<file path="src/hw/rtl/lru_key_value_cache_assert.svh">
// Assertion macros for the LRU key-value cache.
// No dependencies; included by files that check their own logic.
`ifndef LRU_KEY_VALUE_CACHE_ASSERT_SVH
`define LRU_KEY_VALUE_CACHE_ASSERT_SVH

`ifndef SYNTHESIS
// Same-cycle implication, disabled in reset
`define LKV_ASSERT_NOW(lbl, clk, rstn, ante, cons, msg) \
    lbl: assert property (@(posedge clk) disable iff (!rstn) (ante) |-> (cons)) \
        else $error(msg);
// Next-cycle implication, disabled in reset
`define LKV_ASSERT_NEXT(lbl, clk, rstn, ante, cons, msg) \
    lbl: assert property (@(posedge clk) disable iff (!rstn) (ante) |=> (cons)) \
        else $error(msg);
`else
`define LKV_ASSERT_NOW(lbl, clk, rstn, ante, cons, msg)
`define LKV_ASSERT_NEXT(lbl, clk, rstn, ante, cons, msg)
`endif

`endif

</file>
<file path="src/hw/rtl/lkv_pkg.sv">
// Shared constants, types and width helpers for the LRU key-value cache.
// No dependencies.
`timescale 1ns / 1ps

package lkv_pkg;

    localparam int DEF_MAX_ENTRIES = 16;
    localparam int DEF_KEY_BITS    = 32;
    localparam int DEF_VALUE_BITS  = 32;

    localparam int FIELD_W = 32;    // key/value width on the ports
    localparam int CAP_W   = 5;     // capacity register width

    localparam logic [CAP_W-1:0] CAP_RESET = 5'd16;

    localparam logic OP_GET = 1'b0;
    localparam logic OP_PUT = 1'b1;

    // Broadcast from the control to every cell during the work cycle
    typedef struct packed {
        logic apply;     // commit updates at this edge
        logic is_put;
        logic hit_any;   // some cell matched the key
        logic insert;    // put miss, room left: fill slot used_count
        logic evict;     // put miss, full: replace least recent
    } lkv_ctrl_t;

    function automatic int rank_bits(input int n);
        return (n > 1) ? $clog2(n) : 1;
    endfunction

    function automatic int count_bits(input int n);
        return $clog2(n + 1);
    endfunction

endpackage

</file>
<file path="src/hw/rtl/lkv_req_if.sv">
// Request channel (valid/ready) for the LRU key-value cache.
// Depends on lkv_pkg.
`timescale 1ns / 1ps

interface lkv_req_if;
    import lkv_pkg::*;

    logic               valid;
    logic               ready;
    logic               opcode;
    logic [FIELD_W-1:0] lookup_key;
    logic [FIELD_W-1:0] write_value;

    modport source (output valid, output opcode, output lookup_key, output write_value,
                    input ready);
    modport sink   (input valid, input opcode, input lookup_key, input write_value,
                    output ready);
endinterface

</file>
<file path="src/hw/rtl/lkv_rsp_if.sv">
// Response channel (valid/ready) for the LRU key-value cache.
// Depends on lkv_pkg.
`timescale 1ns / 1ps

interface lkv_rsp_if;
    import lkv_pkg::*;

    logic               valid;
    logic               ready;
    logic               hit;
    logic [FIELD_W-1:0] read_value;
    logic               evicted;
    logic [FIELD_W-1:0] evicted_key;

    modport source (output valid, output hit, output read_value, output evicted,
                    output evicted_key, input ready);
    modport sink   (input valid, input hit, input read_value, input evicted,
                    input evicted_key, output ready);
endinterface

</file>
<file path="src/hw/rtl/lkv_cell.sv">
// One slot of the cache: key, value and recency rank, plus chain logic.
// Depends on lkv_pkg.
`timescale 1ns / 1ps

module lkv_cell #(
    parameter int IDX         = 0,
    parameter int MAX_ENTRIES = lkv_pkg::DEF_MAX_ENTRIES,
    parameter int KEY_BITS    = lkv_pkg::DEF_KEY_BITS,
    parameter int VALUE_BITS  = lkv_pkg::DEF_VALUE_BITS
) (
    input  logic                                              clk,
    input  lkv_pkg::lkv_ctrl_t                                ctrl,
    input  logic [KEY_BITS-1:0]                               req_key,
    input  logic [VALUE_BITS-1:0]                             req_value,
    input  logic [lkv_pkg::count_bits(MAX_ENTRIES)-1:0]       used_count,
    input  logic [lkv_pkg::count_bits(MAX_ENTRIES)-1:0]       target_rank,
    input  logic                                              seen_in,
    output logic                                              seen_out,
    input  logic [lkv_pkg::rank_bits(MAX_ENTRIES)-1:0]        rank_in,
    output logic [lkv_pkg::rank_bits(MAX_ENTRIES)-1:0]        rank_out,
    input  logic [KEY_BITS-1:0]                               key_in,
    output logic [KEY_BITS-1:0]                               key_out,
    input  logic [VALUE_BITS-1:0]                             value_in,
    output logic [VALUE_BITS-1:0]                             value_out
);
    import lkv_pkg::*;

    localparam int CW = count_bits(MAX_ENTRIES);
    localparam int RW = rank_bits(MAX_ENTRIES);
    localparam logic [CW-1:0] MY_IDX = CW'(IDX);

    logic [KEY_BITS-1:0]   key_reg;
    logic [VALUE_BITS-1:0] value_reg;
    logic [RW-1:0]         rank_reg;
    logic [CW-1:0]         rank_ext;

    logic valid;
    logic match;
    logic first;
    logic sel;

    assign rank_ext = CW'(rank_reg);
    assign valid    = MY_IDX < used_count;
    assign match    = valid && (key_reg == req_key);
    assign first    = match && !seen_in;
    assign seen_out = seen_in || match;
    assign rank_out = rank_in | (first ? rank_reg : '0);

    // Slot chosen for this access: lowest hit, next free slot, or the least recent
    assign sel = (ctrl.hit_any && first)
              || (ctrl.insert && (MY_IDX == used_count))
              || (ctrl.evict && valid && (rank_ext == used_count - CW'(1)));

    assign key_out   = key_in   | (sel ? key_reg   : '0);
    assign value_out = value_in | (sel ? value_reg : '0);

    always_ff @(posedge clk)
    begin
        if (ctrl.apply)
        begin
            if (sel)
                rank_reg <= '0;
            else if (valid && (rank_ext < target_rank))
                rank_reg <= rank_reg + RW'(1);
            if (sel && ctrl.is_put)
            begin
                key_reg   <= req_key;
                value_reg <= req_value;
            end
        end
    end

endmodule

</file>
<file path="src/hw/rtl/lru_key_value_cache.sv">
// LRU key-value cache: a row of MAX_ENTRIES cells searched in parallel.
// A request is captured, compared and updated across the cell row in the work cycle,
// and its result is registered. No new request is taken during the work cycle, nor
// while a result waits that the sink does not take. Reset: entry count cleared,
// capacity register set to 16; slot storage is not cleared, slots at or above
// the entry count are ignored. Depends on lkv_pkg, lkv_req_if, lkv_rsp_if, lkv_cell.
`timescale 1ns / 1ps
`include "lru_key_value_cache_assert.svh"

module lru_key_value_cache #(
    parameter int MAX_ENTRIES = lkv_pkg::DEF_MAX_ENTRIES,
    parameter int KEY_BITS    = lkv_pkg::DEF_KEY_BITS,
    parameter int VALUE_BITS  = lkv_pkg::DEF_VALUE_BITS
) (
    input  logic                        clk,
    input  logic                        rst_n,
    input  logic                        cfg_write_en,
    input  logic [lkv_pkg::CAP_W-1:0]   cfg_write_data,
    lkv_req_if.sink                     req,
    lkv_rsp_if.source                   rsp
);
    import lkv_pkg::*;

    localparam int CW   = count_bits(MAX_ENTRIES);
    localparam int RW   = rank_bits(MAX_ENTRIES);
    localparam int CMPW = (CW > CAP_W) ? CW : CAP_W;
    localparam logic [CMPW-1:0] MAX_CMP = CMPW'(MAX_ENTRIES);

    // ------------------------------------------------------------------
    // Control and request registers
    // ------------------------------------------------------------------
    logic [CAP_W-1:0]      capacity_reg;
    logic [CW-1:0]         entries_used_reg, entries_used_next;
    logic                  busy_reg;          // work cycle in progress
    logic                  op_reg;
    logic [KEY_BITS-1:0]   key_reg;
    logic [VALUE_BITS-1:0] value_reg;

    // Output register: holds a finished result until the sink takes it
    logic                  rsp_valid_reg;
    logic                  hit_reg;
    logic [FIELD_W-1:0]    read_value_reg;
    logic                  evicted_reg;
    logic [FIELD_W-1:0]    evicted_key_reg;

    logic req_xfer;
    logic rsp_xfer;

    // Room check against the clamped capacity (0 acts as 1, above max acts as max)
    logic [CMPW-1:0] cap_cmp;
    logic [CMPW-1:0] eff_cap;
    logic            room;

    // Cell row chains: index i feeds cell i, index MAX_ENTRIES is the row output
    logic                  seen_chain  [MAX_ENTRIES+1];
    logic [RW-1:0]         rank_chain  [MAX_ENTRIES+1];
    logic [KEY_BITS-1:0]   key_chain   [MAX_ENTRIES+1];
    logic [VALUE_BITS-1:0] value_chain [MAX_ENTRIES+1];

    lkv_ctrl_t     ctrl;
    logic [CW-1:0] target_rank;
    logic          is_put;

    assign req.ready = !busy_reg && (!rsp_valid_reg || rsp.ready);
    assign req_xfer  = req.valid && req.ready;
    assign rsp_xfer  = rsp_valid_reg && rsp.ready;

    assign cap_cmp = CMPW'(capacity_reg);
    assign eff_cap = (cap_cmp == '0) ? CMPW'(1) : ((cap_cmp > MAX_CMP) ? MAX_CMP : cap_cmp);
    assign room    = CMPW'(entries_used_reg) < eff_cap;

    // ------------------------------------------------------------------
    // Decision for the work cycle, broadcast to all cells
    // ------------------------------------------------------------------
    assign is_put = (op_reg == OP_PUT);

    always_comb
    begin
        ctrl.apply   = busy_reg;
        ctrl.is_put  = is_put;
        ctrl.hit_any = seen_chain[MAX_ENTRIES];
        ctrl.insert  = !seen_chain[MAX_ENTRIES] && is_put && room;
        ctrl.evict   = !seen_chain[MAX_ENTRIES] && is_put && !room
                       && (entries_used_reg != '0);
    end

    // Entries younger than the target age by one. Insert: every entry ages.
    // Evict: the target is the least recent entry itself. Get miss: nothing ages.
    always_comb
    begin
        if (ctrl.hit_any)
            target_rank = CW'(rank_chain[MAX_ENTRIES]);
        else if (ctrl.insert)
            target_rank = entries_used_reg;
        else if (ctrl.evict)
            target_rank = entries_used_reg - CW'(1);
        else
            target_rank = '0;
    end

    assign entries_used_next = (busy_reg && ctrl.insert) ? entries_used_reg + CW'(1)
                                                         : entries_used_reg;

    // ------------------------------------------------------------------
    // Cell row
    // ------------------------------------------------------------------
    assign seen_chain[0]  = 1'b0;
    assign rank_chain[0]  = '0;
    assign key_chain[0]   = '0;
    assign value_chain[0] = '0;

    for (genvar i = 0; i < MAX_ENTRIES; i++)
    begin : g_cell
        lkv_cell #(
            .IDX         (i),
            .MAX_ENTRIES (MAX_ENTRIES),
            .KEY_BITS    (KEY_BITS),
            .VALUE_BITS  (VALUE_BITS)
        ) u_cell (
            .clk         (clk),
            .ctrl        (ctrl),
            .req_key     (key_reg),
            .req_value   (value_reg),
            .used_count  (entries_used_reg),
            .target_rank (target_rank),
            .seen_in     (seen_chain[i]),
            .seen_out    (seen_chain[i+1]),
            .rank_in     (rank_chain[i]),
            .rank_out    (rank_chain[i+1]),
            .key_in      (key_chain[i]),
            .key_out     (key_chain[i+1]),
            .value_in    (value_chain[i]),
            .value_out   (value_chain[i+1])
        );
    end

    // ------------------------------------------------------------------
    // Registers
    // ------------------------------------------------------------------
    always_ff @(posedge clk or negedge rst_n)
    begin
        if (!rst_n)
        begin
            capacity_reg     <= CAP_RESET;
            entries_used_reg <= '0;
            busy_reg         <= 1'b0;
            rsp_valid_reg    <= 1'b0;
        end
        else
        begin
            if (cfg_write_en)
                capacity_reg <= cfg_write_data;
            entries_used_reg <= entries_used_next;
            if (req_xfer)
                busy_reg <= 1'b1;
            else if (busy_reg)
                busy_reg <= 1'b0;
            if (busy_reg)
                rsp_valid_reg <= 1'b1;
            else if (rsp_xfer)
                rsp_valid_reg <= 1'b0;
        end
    end

    // Payload: request capture and result capture
    always_ff @(posedge clk)
    begin
        if (req_xfer)
        begin
            op_reg    <= req.opcode;
            key_reg   <= KEY_BITS'(req.lookup_key);
            value_reg <= VALUE_BITS'(req.write_value);
        end
        if (busy_reg)
        begin
            hit_reg         <= ctrl.hit_any;
            read_value_reg  <= (ctrl.hit_any && !is_put)
                               ? FIELD_W'(value_chain[MAX_ENTRIES]) : '0;
            evicted_reg     <= ctrl.evict;
            evicted_key_reg <= ctrl.evict ? FIELD_W'(key_chain[MAX_ENTRIES]) : '0;
        end
    end

    assign rsp.valid       = rsp_valid_reg;
    assign rsp.hit         = hit_reg;
    assign rsp.read_value  = read_value_reg;
    assign rsp.evicted     = evicted_reg;
    assign rsp.evicted_key = evicted_key_reg;

    // ------------------------------------------------------------------
    // Assertions
    // ------------------------------------------------------------------
    `LKV_ASSERT_NOW(a_count_bound, clk, rst_n, 1'b1, CMPW'(entries_used_reg) <= MAX_CMP, "entry count above maximum")
    `LKV_ASSERT_NEXT(a_xfer_busy, clk, rst_n, req_xfer, busy_reg && !req.ready, "no work cycle after request transfer")
    `LKV_ASSERT_NEXT(a_hit_keeps_count, clk, rst_n, busy_reg && ctrl.hit_any, $stable(entries_used_reg), "entry count changed on a hit")
    `LKV_ASSERT_NEXT(a_insert_grows, clk, rst_n, busy_reg && ctrl.insert, entries_used_reg == $past(entries_used_reg) + CW'(1), "insert did not grow entry count")

endmodule

</file>
<file path="src/flat_wrapper.sv">
// flat-port wrapper written by rule: the top's interface ports become plain ports
module lru_key_value_cache_flat import lkv_pkg::*;
#(
    parameter int MAX_ENTRIES = lkv_pkg::DEF_MAX_ENTRIES,
    parameter int KEY_BITS    = lkv_pkg::DEF_KEY_BITS,
    parameter int VALUE_BITS  = lkv_pkg::DEF_VALUE_BITS
)
  (clk, rst_n, cfg_write_en, cfg_write_data, req_valid, req_opcode, req_lookup_key, req_write_value, req_ready, rsp_valid, rsp_hit, rsp_read_value, rsp_evicted, rsp_evicted_key, rsp_ready);
  lkv_req_if req_i ();
  lkv_rsp_if rsp_i ();
  input  logic clk;
  input  logic rst_n;
  input  logic cfg_write_en;
  input  logic [lkv_pkg::CAP_W-1:0] cfg_write_data;
  input wire logic [$bits(req_i.valid)-1:0] req_valid;
  input wire logic [$bits(req_i.opcode)-1:0] req_opcode;
  input wire logic [$bits(req_i.lookup_key)-1:0] req_lookup_key;
  input wire logic [$bits(req_i.write_value)-1:0] req_write_value;
  output wire logic [$bits(req_i.ready)-1:0] req_ready;
  output wire logic [$bits(rsp_i.valid)-1:0] rsp_valid;
  output wire logic [$bits(rsp_i.hit)-1:0] rsp_hit;
  output wire logic [$bits(rsp_i.read_value)-1:0] rsp_read_value;
  output wire logic [$bits(rsp_i.evicted)-1:0] rsp_evicted;
  output wire logic [$bits(rsp_i.evicted_key)-1:0] rsp_evicted_key;
  input wire logic [$bits(rsp_i.ready)-1:0] rsp_ready;
  assign req_i.valid = req_valid;
  assign req_i.opcode = req_opcode;
  assign req_i.lookup_key = req_lookup_key;
  assign req_i.write_value = req_write_value;
  assign req_ready = req_i.ready;
  assign rsp_valid = rsp_i.valid;
  assign rsp_hit = rsp_i.hit;
  assign rsp_read_value = rsp_i.read_value;
  assign rsp_evicted = rsp_i.evicted;
  assign rsp_evicted_key = rsp_i.evicted_key;
  assign rsp_i.ready = rsp_ready;
  lru_key_value_cache #(.MAX_ENTRIES(MAX_ENTRIES), .KEY_BITS(KEY_BITS), .VALUE_BITS(VALUE_BITS)) u_core (.clk(clk), .rst_n(rst_n), .cfg_write_en(cfg_write_en), .cfg_write_data(cfg_write_data), .req(req_i), .rsp(rsp_i));
endmodule
</file>
<file path="config.mk">
export PLATFORM = sky130hd
export DESIGN_NAME = lru_key_value_cache_flat
export DESIGN_NICKNAME = d
export VERILOG_FILES = /design/src/hw/rtl/lkv_pkg.sv /design/src/hw/rtl/lkv_req_if.sv /design/src/hw/rtl/lkv_rsp_if.sv /design/src/hw/rtl/lkv_cell.sv /design/src/hw/rtl/lru_key_value_cache.sv /design/src/flat_wrapper.sv
export VERILOG_INCLUDE_DIRS = /design/src /design/src/hw/rtl
export SDC_FILE = /design/constraint.sdc
export NUM_CORES = 2
export LEC_CHECK = 0
export ABC_AREA = 1
export BUFFER_PORTS_ARGS = -buffer_cell sky130_fd_sc_hd__buf_2
export CAP_MARGIN = 5
export CORE_MARGIN = 4
export CORE_UTILIZATION = 45
export CTS_CLUSTER_DIAMETER = 30
export DETAILED_ROUTE_END_ITERATION = 16
export PLACE_DENSITY = 0.65
export SYNTH_ARGS = -nofsm -noshare
export SYNTH_HDL_FRONTEND = slang
export SYNTH_SLANG_ARGS = --single-unit
</file>
<file path="constraint.sdc">
create_clock -name clk -period 12.2 [get_ports clk]
set_input_delay 0.61 -clock clk [delete_from_list [all_inputs] [get_ports clk]]
set_output_delay 0.61 -clock clk [all_outputs]
set_load 0.02 [all_outputs]
</file>
==> metrics.md <==
| Metric | Value |
|---|---|
| Clock power share | `about half` |
| Commonest cells in the netlist | `2236 x sky130_fd_sc_hd__nand2_1, 1219 x sky130_fd_sc_hd__edfxtp_1, 637 x sky130_fd_sc_hd__nor2_1, 263 x sky130_fd_sc_hd__inv_1, 228 x sky130_fd_sc_hd__xnor2_1` |
| Clock transition time at the flip-flop clock pins of the worst setup and hold paths | `50 ps` |
| Count of buffer and inverter cells on the critical path | `5` |
| CTS H-Tree Depth | `5` |
| Critical path fanouts, max | `50` |
| Root Buffer Master | `sky130_fd_sc_hd__clkbuf_16` |
| Fraction of synthesized cell area taken by the top area cell type | `about 64%` |
| Int Pwr | `about 10 mW` |
| Total congestion overflow | `0` |
| Number of global-route vias before repair | `roughly 42k` |
| Final core occ | `55.4%` |
| Pin count of the biggest net entering global routing | `55` |
| Vertical extent of the die | `365 µm` |
| R2R depth | `26` |
| Timing startpoint of the critical path | `u_core.key_reg[19]` |
| Critical path endpoint category | `flip-flop` |
| Worst rel slew slack | `around 9.2%` |
| Data arrival, critical path | `around 8000 ps` |
| Setup-violating endpoint count in the final report | `0` |
| Ranking of synthesized cells by area | `sky130_fd_sc_hd__edfxtp_1 64%, sky130_fd_sc_hd__nand2_1 15%, sky130_fd_sc_hd__nor2_1 4.2%` |
| Static Leak | `28.1 nW` |
| Cell family with most CP delay | `simple AND/OR/NAND/NOR gates` |
| Initial core utilization | `45.6%` |
| Crit Path Category | `flip-flop to flip-flop` |
| RSZ-0062 raised after global routing | `no` |
| Critical Path Start Type | `flip-flop` |
| Endpoint of the lowest-slack register-to-register path | `u_core.g_cell[1].u_cell.key_reg[21]` |
| Count of flip-flops with a built-in enable after synthesis | `between 1k and 1.5k` |
| DP Wirelength | `~140000 µm` |
| Yosys top cell by area | `sky130_fd_sc_hd__edfxtp_1` |
| Mean number of vias per cell | `~5.7` |
| DRT iter0 DRCs | `approximately 6.5k` |
| Skew final | `83.3 ps` |
| Die outline area | `between 100000 and 150000 µm²` |
| Fin. Hold Viols | `0` |
| Kind of path behind the tightest hold check | `primary input to flip-flop` |
| Count of antenna-violating nets left after detailed routing | `0` |
| Area of the core | `~130000 µm²` |
| Worst Setup EP | `u_core.g_cell[1].u_cell.key_reg[21]` |
| Async SR Flop Fraction | `less than 1%` |
| Pins Over Slew Limit | `0` |
| Routed wire length per instance | `~29 µm` |
| Setup TNS | `0 ps` |
| Cell area after synthesis | `roughly 57000 µm²` |
| Most frequently used cell type in the post-synthesis netlist | `sky130_fd_sc_hd__nand2_1` |
| Overall die width | `~370 µm` |
| Cell with the largest stage delay on the worst path | `sky130_fd_sc_hd__edfxtp_1` |
| Power density over the cells | `between 200 and 250 nW/µm²` |
| Fraction of the cycle the final worst path needs | `between 60% and 70%` |
| Yosys warns | `0` |
| Final nets | `between 6k and 7k` |
| Comb pwr share | `16.0%` |
| Clock sink count | `between 1k and 1.5k` |
| Max Clk Rate | `approximately 130 MHz` |
| Clock buffers created by TritonCTS | `289` |
| Worst EP required | `12680 ps` |
| First-pass detailed-route iteration total | `8` |
| Slack of the worst reg-to-reg path | `4550 ps` |
| Clock latency at the later pin of the worst-skew pair | `between 900 and 1000 ps` |
| Worst reg2reg startpoint | `u_core.key_reg[19]` |
| Number of cell rows | `130` |
| Overall fraction of global-route tracks in use | `between 30 and 40%` |
| Initial antenna violation count | `10` |
| CTS tree | `done` |
| Avg Inst Size Synth | `approximately 10 µm²` |
| #FFs+latches synth | `roughly 1.2k` |
| Number of fillers in the final layout | `between 10k and 15k` |
| Sequential Power Share | `about a third` |
| Cell count after synthesis | `between 5k and 6k` |
| Switching power of the nets | `roughly 4.2 mW` |
| Boundary pin count | `143` |
| DRC viols | `0` |
| Cell occurring most often along the worst timing path | `sky130_fd_sc_hd__nand2_1` |
| Most used DFF post-synth | `sky130_fd_sc_hd__edfxtp_1` |
| Weighted congestion reported at the end of routability-driven placement | `between 1 and 1.5` |
| Max-capacitance violation count | `0` |
| Number of nets in the synthesized netlist | `5741` |
| Portion of the post-synthesis area used by sequential elements | `between 60 and 70%` |
| Fraction of final layout cells sized beyond drive strength 1 | `between 10% and 20%` |
| Slew of the pin with the lowest slew margin | `about 1400 ps` |
| Critical path's largest stage delay | `~1100 ps` |
| Layout Area Growth over Synthesis | `21.5%` |
| Largest buffer count on any clock path | `4` |
| Fraction of power spent switching nets | `between 20% and 30%` |
| Final wirelength | `225000 µm` |
| Outcome | `finished, final reports clean` |
| Time the final worst path needs with I/O delays and setup | `7650 ps` |
| First-pass GRT wire length | `roughly 310000 µm` |
| Number of cells on the critical path | `26` |
| Max rail drop VDD | `approximately 0.15 mV` |
| Count of distinct cell types in the synthesized netlist | `between 50 and 60` |
| Vias post-DR | `about 45k` |
| Count of buffers from port buffering | `between 100 and 150` |
[cell type report]
cell class / instances / area (µm²) / share of cell area (%)
inverters: 293 / 1120 / 1.61
clock buffers: 325 / 7520 / 10.8
clock inverters: 176 / 1610 / 2.30
well taps: 1650 / 2060 / 2.95
flip-flops and latches: 1231 / 36900 / 52.8
repair buffers: 296 / 2040 / 2.93
diodes: 3 / 7.51 / 0.0107
multi-input cells: 3868 / 18600 / 26.6
[power by group through the flow]
| stage | Clock [mW] | Sequential [mW] | Combinational, mW |
|---|---|---|---|
| final | 7.26 | 4.97 | 2.33 |
| after global placement | 0 | 5.04 | 2.24 |
| after detailed placement | 0 | 5.04 | 2.25 |
| after floorplan | 0 | 5.03 | 1.37 |
| after CTS | 7.29 | 4.97 | 2.28 |
| after global routing | 7.53 | 4.98 | 2.51 |
[routing by layer]
metal  track usage, %  routed length, µm  vias up
li1                 -                  -    19428
met1             45.9              89600    21702
met2             49.1              97100     3019
met3             9.11              27100      555
met4             15.7              11200        8
met5                0                 46        -
[logic make-up after synthesis]
logic type	share of synthesized area (%)
xor+xnor	5.54
buf+inv	3.86
flops	64.2
mux	0.0588
compound gates	2.59
fa+ha+maj	1.59
simple gates	22.2
[cell usage in the layout, fill, tap and decap left out, drive strengths merged, types with 4 or more instances in the layout]
cell type	instances
nand2	2246
edfxtp	1219
nor2	649
clkbuf	325
inv	306
xnor2	228
buf	225
xor2	136
clkinv	115
nand3	113
o21ai	74
ha	73
dlygate4sd3	71
nand4	69
a21oi	57
o22ai	38
or2	37
nor4	30
clkinvlp	26
nor3	24
a221oi	23
bufinv	22
a22o	14
dfrtp	11
o2111ai	7
nand3b	7
a211oi	6
a2111oi	6
and3	5
nor4b	4
o221ai	4
[worst register-to-register path, stage by stage, from the launching register on]
cell and delay, ps:
sky130_fd_sc_hd__edfxtp_1 1050, sky130_fd_sc_hd__inv_1 630, sky130_fd_sc_hd__nand2_1 170, sky130_fd_sc_hd__nand2_1 70, sky130_fd_sc_hd__nand2_1 60, sky130_fd_sc_hd__nor2_1 50
sky130_fd_sc_hd__nand2_1 130, sky130_fd_sc_hd__nor2_1 80, sky130_fd_sc_hd__nand3_2 200, sky130_fd_sc_hd__nand3_4 120, sky130_fd_sc_hd__nor2_4 120, sky130_fd_sc_hd__nand3_2 80
sky130_fd_sc_hd__nor2_2 160, sky130_fd_sc_hd__nand3_1 140, sky130_fd_sc_hd__nor2_4 160, sky130_fd_sc_hd__nand4_4 120, sky130_fd_sc_hd__nor2_4 160, sky130_fd_sc_hd__nand3b_4 160
sky130_fd_sc_hd__nor2_8 240, sky130_fd_sc_hd__nand3_2 150, sky130_fd_sc_hd__inv_2 220, sky130_fd_sc_hd__nand2_1 120, sky130_fd_sc_hd__nand3_4 340, sky130_fd_sc_hd__buf_4 730
sky130_fd_sc_hd__inv_1 230, sky130_fd_sc_hd__nor2_4 710, sky130_fd_sc_hd__buf_4 810
[through the flow]
step | instances | worst slack [ps] | power (mW) | hold WS, ps | instance area [µm²]
3_5_place_dp | 7267 | 4650 | 7.29 | 533 | 60000
6_report | 7842 | 4550 | 14.6 | 57.2 | 69900
2_1_floorplan | 5593 | 5770 | 6.40 | 314 | 57500
3_3_place_gp | 7267 | 4770 | 7.28 | 531 | 60000
4_1_cts | 7839 | 4700 | 14.5 | 12.4 | 69900
5_1_grt | 7839 | 4220 | 15.0 | 51.0 | 69900
[worst min-delay path by stage]
| stage | end | start | cells after the start | slack [ps] |
|---|---|---|---|---|
| after global routing | u_core.cap_cmp[4] | cfg_write_en | 3 | 50 |
| after global placement | u_core.busy_reg | rst_n | 1 | 530 |
| after detailed placement | u_core.busy_reg | rst_n | 1 | 530 |
| final | u_core.cap_cmp[4] | cfg_write_en | 3 | 60 |
| after CTS | u_core.cap_cmp[4] | cfg_write_en | 3 | 10 |
| after floorplan | u_core.busy_reg | rst_n | 0 | 310 |
[repair_timing]
action / 4_1_cts / 5_1_grt
resized for setup: 0 / 0
hold endpoints to repair: 82 / 0
buffers inserted: 0 / 0
hold buffers: 71 / 0
No activity file was read; power rests on OpenSTA's default activity.
